<file path="src/hdl/gda_pkg.sv">
`timescale 1ns / 1ps
// ----------------------------------------------------------------------------
// gda_pkg: shared definitions for the Gregorian date add-days block
// Field widths, calendar constants, sequencer states, status codes and the
// month length helpers used by the datapath.
// ----------------------------------------------------------------------------
package gda_pkg;

	localparam int MAX_YEAR    = 9999;
	localparam int OFFSET_BITS = 21;

	localparam int YEAR_W   = 14;
	localparam int MONTH_W  = 4;
	localparam int DAY_W    = 5;
	localparam int STATUS_W = 2;

	// Walking year needs one bit of headroom above the input year.
	localparam int YWALK_W = YEAR_W + 1;
	localparam int ALU_W   = (OFFSET_BITS > YWALK_W) ? OFFSET_BITS : YWALK_W;

	localparam int CYCLE_YEARS = 400;
	localparam int CENTURY     = 100;
	localparam int LEAP_DAYS   = 29;
	localparam int MONTHS      = 12;
	localparam int JAN         = 1;
	localparam int FEB         = 2;

	localparam int CYC_W = $clog2(CYCLE_YEARS);

	// Restoring reduction of the year by 400 << k, k from RED_STEPS-1 down to 0.
	localparam int RED_STEPS = 6;
	localparam int RED_W     = $clog2(RED_STEPS);

	typedef enum logic [2:0] {
		ST_IDLE,
		ST_REDUCE,
		ST_CHECK,
		ST_WALK,
		ST_DONE
	} state_t;

	typedef enum logic [STATUS_W-1:0] {
		STAT_OK       = 2'd0,
		STAT_BAD_DATE = 2'd1,
		STAT_RANGE    = 2'd2
	} status_t;

	function automatic logic [DAY_W-1:0] month_len(input logic [MONTH_W-1:0] m);
		logic [DAY_W-1:0] len;
		case (m)
			4'd1:    len = 5'd31;
			4'd2:    len = 5'd28;
			4'd3:    len = 5'd31;
			4'd4:    len = 5'd30;
			4'd5:    len = 5'd31;
			4'd6:    len = 5'd30;
			4'd7:    len = 5'd31;
			4'd8:    len = 5'd31;
			4'd9:    len = 5'd30;
			4'd10:   len = 5'd31;
			4'd11:   len = 5'd30;
			4'd12:   len = 5'd31;
			default: len = '0;
		endcase
		return len;
	endfunction

	// Leap test on the year's position inside the 400-year cycle.
	function automatic logic is_leap(input logic [CYC_W-1:0] c);
		return (c[1:0] == 2'b00) &&
			(c != CYC_W'(CENTURY)) &&
			(c != CYC_W'(2 * CENTURY)) &&
			(c != CYC_W'(3 * CENTURY));
	endfunction

endpackage

</file>
<file path="src/hdl/gda_alu.sv">
`timescale 1ns / 1ps
// ----------------------------------------------------------------------------
// gda_alu: shared subtract and compare unit
// Computes a - b and flags a borrow when b exceeds a. Used for the year
// reduction and for every month step of the walk.
// ----------------------------------------------------------------------------
module gda_alu (
	input  logic [gda_pkg::ALU_W-1:0] a,
	input  logic [gda_pkg::ALU_W-1:0] b,
	output logic [gda_pkg::ALU_W-1:0] diff,
	output logic                      borrow
);
	import gda_pkg::*;

	logic [ALU_W:0] full;

	assign full   = {1'b0, a} - {1'b0, b};
	assign diff   = full[ALU_W-1:0];
	assign borrow = full[ALU_W];

endmodule

</file>
<file path="src/hdl/gda_mlen.sv">
`timescale 1ns / 1ps
// ----------------------------------------------------------------------------
// gda_mlen: month length lookup
// Gives the number of days of a month, with 29 for February in leap years.
// ----------------------------------------------------------------------------
module gda_mlen (
	input  logic [gda_pkg::CYC_W-1:0]   yr_cyc,
	input  logic [gda_pkg::MONTH_W-1:0] month,
	output logic [gda_pkg::DAY_W-1:0]   dim
);
	import gda_pkg::*;

	assign dim = ((month == MONTH_W'(FEB)) && is_leap(yr_cyc)) ?
		DAY_W'(LEAP_DAYS) : month_len(month);

endmodule

</file>
<file path="src/hdl/gregorian_date_add_days_top.sv">
`timescale 1ns / 1ps
// ----------------------------------------------------------------------------
// gregorian_date_add_days_top: Gregorian date plus signed day offset
// Sequence: the year is reduced modulo 400 in REDUCE, the date is checked in
//   CHECK, then the walk crosses one month per cycle in WALK (up to about
//   34,500 months at the largest offset); an invalid date ends at CHECK.
// Handshake: one transaction at a time, no new start is taken while busy;
//   busy drops the cycle after done.
// Reset: arst_n clears the sequencer to idle; results are not reset.
// ----------------------------------------------------------------------------
module gregorian_date_add_days_top (
	input  logic                                clk,
	input  logic                                arst_n,
	input  logic                                start,
	output logic                                busy,
	input  logic [gda_pkg::YEAR_W-1:0]          start_year,
	input  logic [gda_pkg::MONTH_W-1:0]         start_month,
	input  logic [gda_pkg::DAY_W-1:0]           start_day,
	input  logic signed [gda_pkg::OFFSET_BITS-1:0] day_offset,
	output logic                                done,
	output logic [gda_pkg::YEAR_W-1:0]          result_year,
	output logic [gda_pkg::MONTH_W-1:0]         result_month,
	output logic [gda_pkg::DAY_W-1:0]           result_day,
	output logic [gda_pkg::STATUS_W-1:0]        status
);
	import gda_pkg::*;

	// Sequencer
	state_t state_q, state_d;

	// Captured transaction (passed through on any error)
	logic [YEAR_W-1:0]  y_in_q;
	logic [MONTH_W-1:0] m_in_q;
	logic [DAY_W-1:0]   d_in_q;

	// Walk state
	logic [YWALK_W-1:0]     y_q;
	logic [MONTH_W-1:0]     m_q;
	logic [DAY_W-1:0]       d_q;
	logic [OFFSET_BITS-1:0] mag_q;
	logic                   neg_q;
	logic                   fresh_q;   // d_q still holds the start day
	logic [CYC_W-1:0]       yc_q;      // year position inside 400-year cycle
	logic [YEAR_W-1:0]      rem_q;     // year being reduced modulo 400
	logic [RED_W-1:0]       red_k_q;

	// Result registers
	logic [YEAR_W-1:0]  res_year_q;
	logic [MONTH_W-1:0] res_month_q;
	logic [DAY_W-1:0]   res_day_q;
	status_t            status_q;

	// Datapath signals
	logic [DAY_W-1:0]   dim;
	logic [DAY_W-1:0]   eff_d;
	logic [DAY_W-1:0]   gap;
	logic [DAY_W-1:0]   end_d;
	logic [ALU_W-1:0]   alu_a, alu_b, alu_diff;
	logic               alu_borrow;
	logic               adv;
	logic               wrap_fail;
	logic               over_max;
	logic               date_bad;
	logic [YWALK_W-1:0] y_up, y_dn;
	logic [YEAR_W-1:0]  rem_next;
	logic               fin;
	status_t            fin_st;

	gda_mlen u_mlen (
		.yr_cyc (yc_q),
		.month  (m_q),
		.dim    (dim)
	);

	gda_alu u_alu (
		.a      (alu_a),
		.b      (alu_b),
		.diff   (alu_diff),
		.borrow (alu_borrow)
	);

	// Effective day: the start day on the first step, then 0 going forward
	// (start of the next month) or the full length going back (its last day).
	assign eff_d = fresh_q ? d_q : (neg_q ? dim : '0);
	assign gap   = dim - eff_d;

	// Share the subtractor between the year reduction and the month walk.
	always_comb begin
		alu_a = ALU_W'(mag_q);
		alu_b = neg_q ? ALU_W'(eff_d) : ALU_W'(gap);
		if (state_q == ST_REDUCE) begin
			alu_a = ALU_W'(rem_q);
			alu_b = ALU_W'(CYCLE_YEARS) << red_k_q;
		end
	end

	// Forward: step while remaining days exceed the gap to month end.
	// Backward: step while remaining days reach back past day one.
	assign adv = neg_q ? !alu_borrow : (!alu_borrow && (alu_diff != '0));

	assign y_up      = y_q + 1'b1;
	assign y_dn      = y_q - 1'b1;
	assign wrap_fail = neg_q ?
		((m_q == MONTH_W'(JAN)) && (y_q == YWALK_W'(1))) :
		((m_q == MONTH_W'(MONTHS)) && (32'(y_up) > 32'(MAX_YEAR)));
	assign over_max  = 32'(y_q) > 32'(MAX_YEAR);

	// Remaining days fit inside the current month when the walk stops.
	assign end_d = neg_q ? (eff_d - mag_q[DAY_W-1:0]) : (eff_d + mag_q[DAY_W-1:0]);

	assign rem_next = alu_borrow ? rem_q : alu_diff[YEAR_W-1:0];

	assign date_bad = (y_in_q == '0) ||
		(m_in_q == '0) || (m_in_q > MONTH_W'(MONTHS)) ||
		(d_in_q == '0) || (d_in_q > dim);

	// State register
	always_ff @(posedge clk or negedge arst_n) begin
		if (!arst_n) begin
			state_q <= ST_IDLE;
		end else begin
			state_q <= state_d;
		end
	end

	// Next state and control
	always_comb begin
		state_d = state_q;
		fin     = 1'b0;
		fin_st  = STAT_OK;
		case (state_q)
			ST_IDLE: begin
				if (start) begin
					state_d = ST_REDUCE;
				end
			end
			ST_REDUCE: begin
				if (red_k_q == '0) begin
					state_d = ST_CHECK;
				end
			end
			ST_CHECK: begin
				if (date_bad) begin
					fin     = 1'b1;
					fin_st  = STAT_BAD_DATE;
					state_d = ST_DONE;
				end else begin
					state_d = ST_WALK;
				end
			end
			ST_WALK: begin
				if (adv) begin
					// Drop out as soon as the year leaves the legal range.
					if (wrap_fail) begin
						fin     = 1'b1;
						fin_st  = STAT_RANGE;
						state_d = ST_DONE;
					end
				end else begin
					fin     = 1'b1;
					fin_st  = over_max ? STAT_RANGE : STAT_OK;
					state_d = ST_DONE;
				end
			end
			ST_DONE: begin
				state_d = ST_IDLE;
			end
			default: begin
				state_d = ST_IDLE;
			end
		endcase
	end

	// Datapath registers
	always_ff @(posedge clk) begin
		if (state_q == ST_IDLE && start) begin
			// Capture the transaction and take the offset magnitude.
			y_in_q  <= start_year;
			m_in_q  <= start_month;
			d_in_q  <= start_day;
			y_q     <= YWALK_W'(start_year);
			m_q     <= start_month;
			d_q     <= start_day;
			neg_q   <= day_offset[OFFSET_BITS-1];
			mag_q   <= day_offset[OFFSET_BITS-1] ?
				$unsigned(-day_offset) : $unsigned(day_offset);
			fresh_q <= 1'b1;
			rem_q   <= start_year;
			red_k_q <= RED_W'(RED_STEPS - 1);
		end

		if (state_q == ST_REDUCE) begin
			// One restoring step of year mod 400.
			rem_q   <= rem_next;
			yc_q    <= rem_next[CYC_W-1:0];
			red_k_q <= red_k_q - 1'b1;
		end

		if (state_q == ST_WALK && adv && !wrap_fail) begin
			// Advance one month in the walk direction.
			mag_q   <= alu_diff[OFFSET_BITS-1:0];
			fresh_q <= 1'b0;
			if (neg_q) begin
				if (m_q == MONTH_W'(JAN)) begin
					m_q  <= MONTH_W'(MONTHS);
					y_q  <= y_dn;
					yc_q <= (yc_q == '0) ? CYC_W'(CYCLE_YEARS - 1) : yc_q - 1'b1;
				end else begin
					m_q <= m_q - 1'b1;
				end
			end else begin
				if (m_q == MONTH_W'(MONTHS)) begin
					m_q  <= MONTH_W'(JAN);
					y_q  <= y_up;
					yc_q <= (yc_q == CYC_W'(CYCLE_YEARS - 1)) ? '0 : yc_q + 1'b1;
				end else begin
					m_q <= m_q + 1'b1;
				end
			end
		end

		if (fin) begin
			// Hold the result for the strobe; pass the input through on error.
			status_q <= fin_st;
			if (fin_st == STAT_OK) begin
				res_year_q  <= y_q[YEAR_W-1:0];
				res_month_q <= m_q;
				res_day_q   <= end_d;
			end else begin
				res_year_q  <= y_in_q;
				res_month_q <= m_in_q;
				res_day_q   <= d_in_q;
			end
		end
	end

	assign busy         = (state_q != ST_IDLE);
	assign done         = (state_q == ST_DONE);
	assign result_year  = res_year_q;
	assign result_month = res_month_q;
	assign result_day   = res_day_q;
	assign status       = status_q;

endmodule

</file>
<file path="config.mk">
export PLATFORM = sky130hd
export DESIGN_NAME = gregorian_date_add_days_top
export DESIGN_NICKNAME = d
export VERILOG_FILES = /design/src/hdl/gda_pkg.sv /design/src/hdl/gda_alu.sv /design/src/hdl/gda_mlen.sv /design/src/hdl/gregorian_date_add_days_top.sv
export SDC_FILE = /design/constraint.sdc
export NUM_CORES = 1
export LEC_CHECK = 0
export BUFFER_PORTS_ARGS = -buffer_cell sky130_fd_sc_hd__clkbuf_2
export CAP_MARGIN = 20
export CORE_MARGIN = 4
export CORE_UTILIZATION = 25
export CTS_CLUSTER_SIZE = 25
export DETAILED_ROUTE_END_ITERATION = 8
export PLACE_DENSITY = 0.36
export SLEW_MARGIN = 20
export SYNTH_ARGS = -nofsm -noshare
export SYNTH_HDL_FRONTEND = slang
export SYNTH_SLANG_ARGS = --single-unit
</file>
<file path="constraint.sdc">
create_clock -name clk -period 9.8 [get_ports clk]
set_clock_uncertainty 0.2 [all_clocks]
set_input_delay 1.96 -clock clk [delete_from_list [all_inputs] [get_ports clk]]
set_output_delay 1.96 -clock clk [all_outputs]
set_load 0.01 [all_outputs]
</file>
==> results.md, run 1 <==
- Worst min path class: register to register
- Syn avg cell area: 8.74 sq um
- Final Critical Period: roughly 8.1 ns
- Via count of the first global-routing pass: just over 8,000
- Drt pass-1 iters: 5
- Fin. max-slew vios: 0
- CTS tree: built
- Placer's final routability congestion estimate: between 0.8 and 0.9
- Tcrit/Tclk final: 82.2%
- Synthesized instance count: between 1,000 and 1,500
- Crit-path slowest cell: o311ai_0
- Synthesis warning total: 0
- DRC violations left: 0
- Async set or reset register ratio after synthesis: 2.46%
- Via Count: 8,328
- Yosys cell types: 89
- Final nets: 1,213
- Port bufs: 73
- Setup violators final: 0
- Placeable Area: 0.0370 sq mm
- Clk buf depth: 2
- Mapped Area: 0.00944 sq mm
- Ys flop type: edfxtp_1
- CTS root buffer: clkbuf_16
- Total setup buffers inserted after CTS: 0
- Fmax: 124 MHz
- Detailed-route wire length: 32,000 um
- CTS Sinks: 122
- RSZ-0062 raised after global routing: false
- First-pass GRT wire length: 49,700 um
- DR iter-0 viols: 537
- Most frequent cells in the layout: nand2_1 (150), edfxtp_1 (91), nor2_1 (77)
- PostCTS Resize Cnt: 0
- Num rows: 70
- Die W: 202 um
- GR peak layer: met2
- Slowest stage delay, CP: ~0.88 ns
- CTS H-Tree Depth: 4
- Clock Latency Late Sink: 0.44 ns
- Final hold vios: 0
- Largest net degree at the start of global routing: 50
- CP endpoint kind: register
- Most common cell after layout, fill and taps aside: nand2_1
- Worst EP arrival: 8.19 ns
- Share of layout cells above drive strength 1: roughly 15%
- Met2 usage: 24.0%
- Critical path launch point type: register
- Met3 Track Usage GR: 2.95%
- Worst slew pin tran: 1.00 ns
- Hpwl dp: 24,000 um
- Io pins: 74
- Mapped Nets: 1,174
- CTS Hold Bufs: 0
- Status: completed
- Post-synthesis sequential area ratio: 35.7%
- Setup TNS: 0 ns
- Die Span Y: 202 um
- Req. time, crit path: 9.93 ns
- Synth-to-Final Area Change: 15.1%
- GRT Residual Overflow: 0
- Max FO, Critical Path: 47
- Initial antenna violation count: 2
- N_diodes: 0
- Seq cells post-synth: between 100 and 150
- Post-DRT Antenna Nets: 0
- Initial Util: 25.6%
- Vias per Instance: 5.09
- Slew headroom: 32.3%
- Worst-path clk slew: 0.07 ns
- Critical path class: register to register
- GRT Total Usage: 15.6%
- Most used cell, CP: a21oi_1
- Met1 GRT Util: 22.6%
- Post-synth EDFFs: 91
- DIE AREA: 0.0409 sq mm
- Per-cell routed wire length: roughly 20 um
- TritonCTS Buffers: 17
- Number of maximum-capacitance violations: 0
metal layers:
layer | share of wire, % | up-vias
li1 | - | 4113
met1 | 51 | 4015
met2 | 44 | 180
met3 | 4.0 | 20
met4 | 1.3 | 0
met5 | 0 | -
Yosys cell counts, types with 19 or more instances:
master / n / area share (%)
a21oi_1: 75 / 4.0
nor2_1: 77 / 3.1
clkbuf_1: 47 / 1.9
nand3_1: 25 / 1.3
nand2_1: 150 / 6.0
nor3_1: 21 / 1.1
edfxtp_1: 91 / 29
o22ai_1: 20 / 1.3
mux2_4: 19 / 3.0
ha_1: 45 / 6.0
o21ai_0: 65 / 3.4
dfxtp_1: 28 / 5.9
inv_1: 35 / 1.4
mux2i_1: 21 / 2.2
xnor2_1: 43 / 4.0
stage by stage:
stage | area [sq um] | hold WS [ns] | instances | util (%) | worst slack (ns)
6_report | 10900 | 0.380 | 1637 | 29.4 | 1.74
5_1_grt | 10900 | 0.384 | 1637 | 29.4 | 1.03
3_5_place_dp | 10300 | 0.368 | 1605 | 27.8 | 1.69
3_3_place_gp | 10300 | 0.361 | 1605 | 27.8 | 1.91
4_1_cts | 10900 | 0.385 | 1637 | 29.4 | 1.66
2_1_floorplan | 9440 | 0.309 | 1081 | - | 2.36
state kept, by name (all words and copies together), names as in the netlist, 3 cells and up, named ones only:
register / flops
m_in_q: 4
result_day: 5
rem_q: 14
result_year: 14
result_month: 4
yc_q: 9
state_q: 3
d_q: 5
m_q: 4
red_k_q: 3
mag_q: 21
y_q: 15
y_in_q: 14
final cells by class:
type	instances	area (sq um)
clock buffers	18	429
clock inverters	14	165
fillers	4075	26100
inverters	36	135
multi-input cells	852	5640
flip-flops and latches	122	3370
well taps	504	631
repair buffers	91	500
worst paths after layout:
| path | from | end | slack [ns] | cells after the start |
|---|---|---|---|---|
| worst max-delay path | yc_q[3] | y_q[8] | 1.74 | 28 |
| worst min-delay path | y_in_q[6] | result_year[6] | 0.38 | 1 |
| worst max register to register | yc_q[3] | y_q[8] | 1.74 | 28 |
| worst min register to register | y_in_q[6] | result_year[6] | 0.38 | 1 |
| max in group asynchronous | arst_n | state_q[1] | 8.17 | 1 |
| min in group asynchronous | arst_n | state_q[2] | 1.12 | 1 |
cells by family (layout without fill, tap and decap cells):
group	Yosys count	after routing	synth area share, %
and+or+nand+nor	378	378	19.0
xor gates and xnor gates	56	56	5.19
buffers and inverters	107	159	4.89
DFF	122	122	35.7
adders and majority gates	47	47	6.28
AOI/OAI and AO/OA	324	324	22.9
muxes	47	47	6.08
critical path, delay by kind of cell (launching register included):
family / cells / cell delay (ns)
and+or+nand+nor: 9 / 1.97
AOI/OAI and AO/OA: 14 / 3.99
DFF: 1 / 0.48
adders and majority gates: 2 / 0.63
buffers and inverters: 3 / 0.65
Power of run 1 is left out: the tool's default activity adds up to more than one toggle a clock period on the data nets, which glitch-free logic cannot reach.
==> inputs of run 2 (changes only) <==
Settings changed: ABC_AREA set to 1, PLACE_DENSITY 0.36 to 0.37.
Clock period 9.8 ns to 7.1 ns, I/O delays scaled along.
==> run 2 against run 1 <==
  * Count of clock-buffer cells in the layout is the same
  * Register-to-register slack got worse by 0.92 ns
  * Setup slack worse by 0.92 ns
  * First-iteration DRC count rose by 9.1%
  * Critical endpoint is now result_month[2]
  * Hold slack lost 0.020 ns
  * Fmax up 28%
  * Largest cell class unchanged
  * Synthesized cell count increased by 22%
==> results.md, run 2 <==
- Status: completed
- CTS tree: built
- Setup TNS: 0 ns
- Worst min path class: register to register
- Mux share of post-synthesis cell area: less than 1%
- Hold path depth: 2
- GRT Residual Overflow: 0
- CTS Sinks: around 120
- Worst slew pin tran: about 0.7 ns
- Placer's final routability congestion estimate: 0.837
- TritonCTS Buffers: 17
- RSZ-0062 raised after global routing: false
- Max reg flops: 21
- Ys flop type: edfxtp_1
- CTS H-Tree Depth: 4
- Port bufs: 73
- Most used cell, CP: nand2_1
- Via Count: just under 9,000
- Share of layout cells above drive strength 1: 11.4%
- Number of maximum-capacitance violations: 0
- Crit path from: yc_q[4]
- Hpwl dp: between 20,000 and 30,000 um
- Slew headroom: 52.1%
- Setup violators final: 0
- First-pass GRT wire length: 52,500 um
- Final nets: about 1,500
- Crit-path leading delay family: simple AND/OR/NAND/NOR gates
- Count leader, synth: nand2_1
- Buffers & Inverters on Critical Path: 2
- Max FO, Critical Path: 43
- Largest net degree at the start of global routing: 44
- Post-synth top cells: nand2_1 (394), inv_1 (171), o21ai_0 (135), nor2_1 (103), edfxtp_1 (91)
- DR iter-0 viols: between 500 and 600
- Placeable Area: 0.0367 sq mm
- Worst-path clk slew: about 0.070 ns
- Vias per Instance: roughly 4.7
- Per-cell routed wire length: around 18 um
- Most common cell after layout, fill and taps aside: nand2_1
- N_diodes: 0
- Initial antenna violation count: 3
- Synth Area in Adders: 6.26%
- Async set or reset register ratio after synthesis: under 10%
- Top cells by area, synth: edfxtp_1 (29%), nand2_1 (16%), o21ai_0 (7.3%)
- Register-to-Register Path Depth: 34
- CTS root buffer: clkbuf_16
- Clk buf depth: 2
- Share of the synthesized area in the top cell type: 29.3%
- Crit-path slowest cell: dfxtp_1
- Area after DPL: 0.0102 sq mm
- Most frequent cells in the layout: nand2_1 (394), inv_1 (171), o21ai_0 (135)
- Synth-to-Final Area Change: 16.3%
- DIE AREA: 0.0404 sq mm
- Initial Util: 25.4%
- Fin. max-slew vios: 0
- Reg2reg start: yc_q[4]
- Final WS setup: 0.828 ns
- Mapped Nets: 1,410
- Largest family of logic cells by synthesized area: simple AND/OR/NAND/NOR gates
- Post-synth EDFFs: between 90 and 100
- Compound-Gate Fraction of Synth Area: 13.8%
- Fmax: 159 MHz
- Drt pass-1 iters: 5
- Detailed-route wire length: 33,700 um
- Worst slack, placed: 0.684 ns
- Final instance area: between 0.01 and 0.015 sq mm
- Yosys cell types: 58
- Clock Latency Late Sink: 0.45 ns
- Critical path launch point type: register
- Req. time, crit path: 7.10 ns
- Critical path class: register to register
- Post-synthesis sequential area ratio: between 30% and 40%
- Post-Synth Simple-Gate Area: 30.3%
- Synthesized instance count: 1,317
- Cell taking the most area after synthesis: edfxtp_1
- Synthesis warning total: 0
- Final hold vios: 0
- Seq cells post-synth: ~120
- DRC violations left: 0
- Setup slack, reg-to-reg: approximately 0.83 ns
- Die Span Y: 201 um
- Post-DRT Antenna Nets: 0
- Worst EP arrival: about 6.3 ns
- Tcrit/Tclk final: 88.3%
- Syn avg cell area: between 7 and 8 sq um
- Slowest stage delay, CP: 0.49 ns
- Mapped Area: 0.00931 sq mm
- Io pins: 74
- GRT Total Usage: 16.8%
- Num rows: 70
- CP endpoint kind: register
- Reg2Reg Capture Point: result_month[2]
- Largest Register: mag_q
- Crit path capture: result_month[2]
- Post-synthesis xor/xnor area fraction: 3.95%
- Final Critical Period: 6.27 ns
- Cell depth of the worst setup path: 34
- CTS Hold Bufs: 0
- Largest regs: mag_q x21, y_q x15
- Via count of the first global-routing pass: between 8,000 and 9,000
- Die W: between 200 and 250 um
==> run 2: per-layer routing <==
metal	part of all wire, %	global-route usage, %	wire length (um)
met2	43	25.6	14500
met4	1.2	3.76	397
met5	0	0	0
met3	3.6	2.86	1200
met1	52	24.8	17600
==> run 2: logic make-up (layout without fill, tap and decap cells) <==
kind of cell	after synthesis	count (layout)
AND/OR/NAND/NOR	657	657
AO/OA/AOI/OAI	230	230
buffers and inverters	217	298
flip-flops	122	122
adder cells (fa/ha/maj)	46	46
XOR/XNOR	42	42
multiplexers	3	3
==> run 2: worst min-delay path by stage <==
stage	startpoint	endpoint	slack (ns)
2_1_floorplan	y_q[0]	y_q[0]	0.31
3_3_place_gp	y_in_q[0]	result_year[0]	0.35
3_5_place_dp	y_in_q[0]	result_year[0]	0.34
4_1_cts	y_in_q[0]	result_year[0]	0.36
5_1_grt	y_in_q[0]	result_year[0]	0.40
6_report	y_in_q[0]	result_year[0]	0.36
==> run 2: repair_timing <==
| item | 4_1_cts | 5_1_grt |
|---|---|---|
| resized for setup | 0 | 1 |
| setup endpoints to repair | 0 | 13 |
| setup buffers | 0 | 0 |
==> run 2: metrics by stage <==
stage          utilization, %  hold WS [ns]  instances
5_1_grt                  29.5         0.399       1866
3_5_place_dp             27.8         0.345       1834
6_report                 29.5         0.361       1866
3_3_place_gp             27.8         0.348       1834
2_1_floorplan               -         0.309       1317
4_1_cts                  29.5         0.363       1866
==> run 2: cell type report <==
class,instances,area (sq um)
fill,4032,25900
multi-input combinational,978,5110
sequential,122,3370
inverter,182,683
tap,468,586
timing repair buffer,84,460
clock buffer,18,429
clock inverter,14,193
==> run 2: worst register-to-register path, delay by kind of cell, from the launching register on <==
kind                     cells  cell delay (ns)
multiplexers                 1             0.42
AO/OA/AOI/OAI                5             0.87
buffers and inverters        2             0.21
AND/OR/NAND/NOR             24             3.16
adder cells (fa/ha/maj)      2             0.67
flip-flops                   1             0.49
Power of run 2 is left out for the same reason.
==> inputs of run 3 (changes only) <==
Settings changed: ABC_AREA 1 to not set.
==> run 3 against run 2 <==
  * Register-to-register slack worse by 0.39 ns
  * Setup slack worse by 0.39 ns
  * Sequential cell count did not move
  * Cell count is 10% lower
  * Count of clock-buffer cells in the layout up 1
  * Critical path type unchanged
  * Largest cell class unchanged
  * Highest routed layer unchanged
==> results.md, run 3 (synthesis gave the netlist of run 1 again) <==
- Placeable Area: approximately 0.037 sq mm
- Via count of the first global-routing pass: 8,199
- Max FO, Critical Path: 11
- Most frequent cells in the layout: nand2_1 (150), edfxtp_1 (91), nor2_1 (77)
- Placed Cells incl. Taps: between 1,500 and 2,000
- Buffers & Inverters on Critical Path: 6
- Fmax: 150 MHz
- Crit-path slowest cell: dfxtp_2
- Worst EP arrival: 6.65 ns
- Fin. max-slew vios: 0
- Setup violators final: 0
- Vias per Instance: 5.04
- GRT Total Usage: 15.6%
- Num rows: 70
- CP endpoint kind: register
- Final Critical Period: roughly 6.7 ns
- Initial antenna violation count: 0
- Worst min path class: register to register
- Slowest stage delay, CP: 0.41 ns
- CTS Hold Bufs: 0
- HP Start: y_in_q[8]
- Reg2reg start: yc_q[3]
- Setup slack, reg-to-reg: about 0.44 ns
- Share of layout cells above drive strength 1: 18.7%
- Worst-path clk slew: 0.06 ns
- Most used cell, CP: a21oi_1
- Synth-to-Final Area Change: 19.7%
- Post-DRT Antenna Nets: 0
- Reg2Reg Capture Point: result_day[3]
- Via Count: 8,440
- Io pins: 74
- Placer's final routability congestion estimate: 0.855
- Hpwl dp: 24,500 um
- Port bufs: 73
- Hold EP: result_year[8]
- First-pass GRT wire length: 49,400 um
- GRT Residual Overflow: 0
- Largest net degree at the start of global routing: 35
- CTS H-Tree Depth: 4
- CTS Sinks: 122
- Per-cell routed wire length: 19.3 um
- Die W: 202 um
- Detailed-route wire length: 32,300 um
- DIE AREA: ~0.041 sq mm
- DRC violations left: 0
- Largest Register: mag_q
- Slew headroom: between 30% and 40%
- Max reg flops: 21
- Req. time, crit path: just over 7 ns
- Largest regs: mag_q x21, y_q x15
- CTS root buffer: clkbuf_16
- Clk buf depth: 2
- Crit-path leading delay family: compound AO/OA/AOI/OAI gates
- Tcrit/Tclk final: 93.9%
- Drt pass-1 iters: 5
- DR iter-0 viols: 642
- Register-to-Register Path Depth: 32
- Worst slew pin tran: roughly 0.97 ns
- Die Span Y: 202 um
- CTS tree: built
- Final hold vios: 0
- Initial Util: 25.6%
- Critical path launch point type: register
- Critical path class: register to register
- TritonCTS Buffers: 17
- Clock Latency Late Sink: 0.44 ns
- Final std cells w/o fill: 1,676
- Status: completed
- Most common cell after layout, fill and taps aside: nand2_1
- Final nets: 1,251
- Number of maximum-capacitance violations: 0
- Hold path depth: 1
- Cell depth of the worst setup path: 32
## run 3: changes by cell type in the layout (fill, tap and decap cells not counted), sizes merged, moves of 34 or more
| cell | delta |
|---|---|
| nand2 | -254 |
| inv | -140 |
| o21ai | -63 |
| nand3 | -56 |
| buf | +44 |
| a21oi | +34 |
## run 3: timing repair
item | 4_1_cts | 5_1_grt
buffers inserted | 0 | 4
setup endpoints to repair | 0 | 127
gates resized for setup | 0 | 11
## run 3: worst register-to-register path, delay by kind of cell, from the launching register on
| family | cells | cell delay (ns) |
|---|---|---|
| multiplexers | 1 | 0.30 |
| AND/OR/NAND/NOR | 9 | 1.60 |
| adder cells (fa/ha/maj) | 3 | 0.74 |
| AO/OA/AOI/OAI | 13 | 2.36 |
| flip-flops | 1 | 0.41 |
| buffers and inverters | 6 | 0.80 |
## run 3: worst max-delay path by stage
stage | startpoint | end
floorplan | yc_q[3] | result_day[0]
global placement | yc_q[3] | result_year[13]
detailed placement | yc_q[3] | result_month[3]
CTS | yc_q[3] | result_month[3]
global route | yc_q[8] | result_month[3]
finish | yc_q[3] | result_day[3]
## run 3: routing by layer
metal / wire length [um] / track usage, %
met5: 0 / 0
met4: 441 / 3.64
met3: 1230 / 2.78
met2: 14700 / 24.4
met1: 16000 / 22.3
## run 3: area by class of cell
class | count | area (sq um)
flip-flops and latches | 122 | 3370
well taps | 504 | 631
repair buffers | 129 | 903
clock inverters | 13 | 129
clock buffers | 19 | 464
inverters | 36 | 135
fillers | 3951 | 25700
multi-input cells | 852 | 5670
diodes | 1 | 2.50
## run 3: per-stage QoR
stage | cell area, sq um | hold WS [ns] | worst slack [ns] | util (%) | TNS (ns)
global placement | 10600 | 0.357 | 0.0000679 | 28.7 | 0
detailed placement | 10600 | 0.369 | 0.119 | 28.7 | 0
global route | 11300 | 0.402 | -0.00758 | 30.6 | -0.00758
CTS | 11200 | 0.386 | 0.0672 | 30.3 | 0
floorplan | 9440 | 0.309 | 0.341 | - | 0
finish | 11300 | 0.386 | 0.436 | 30.6 | 0
Power of run 3 is left out for the same reason.
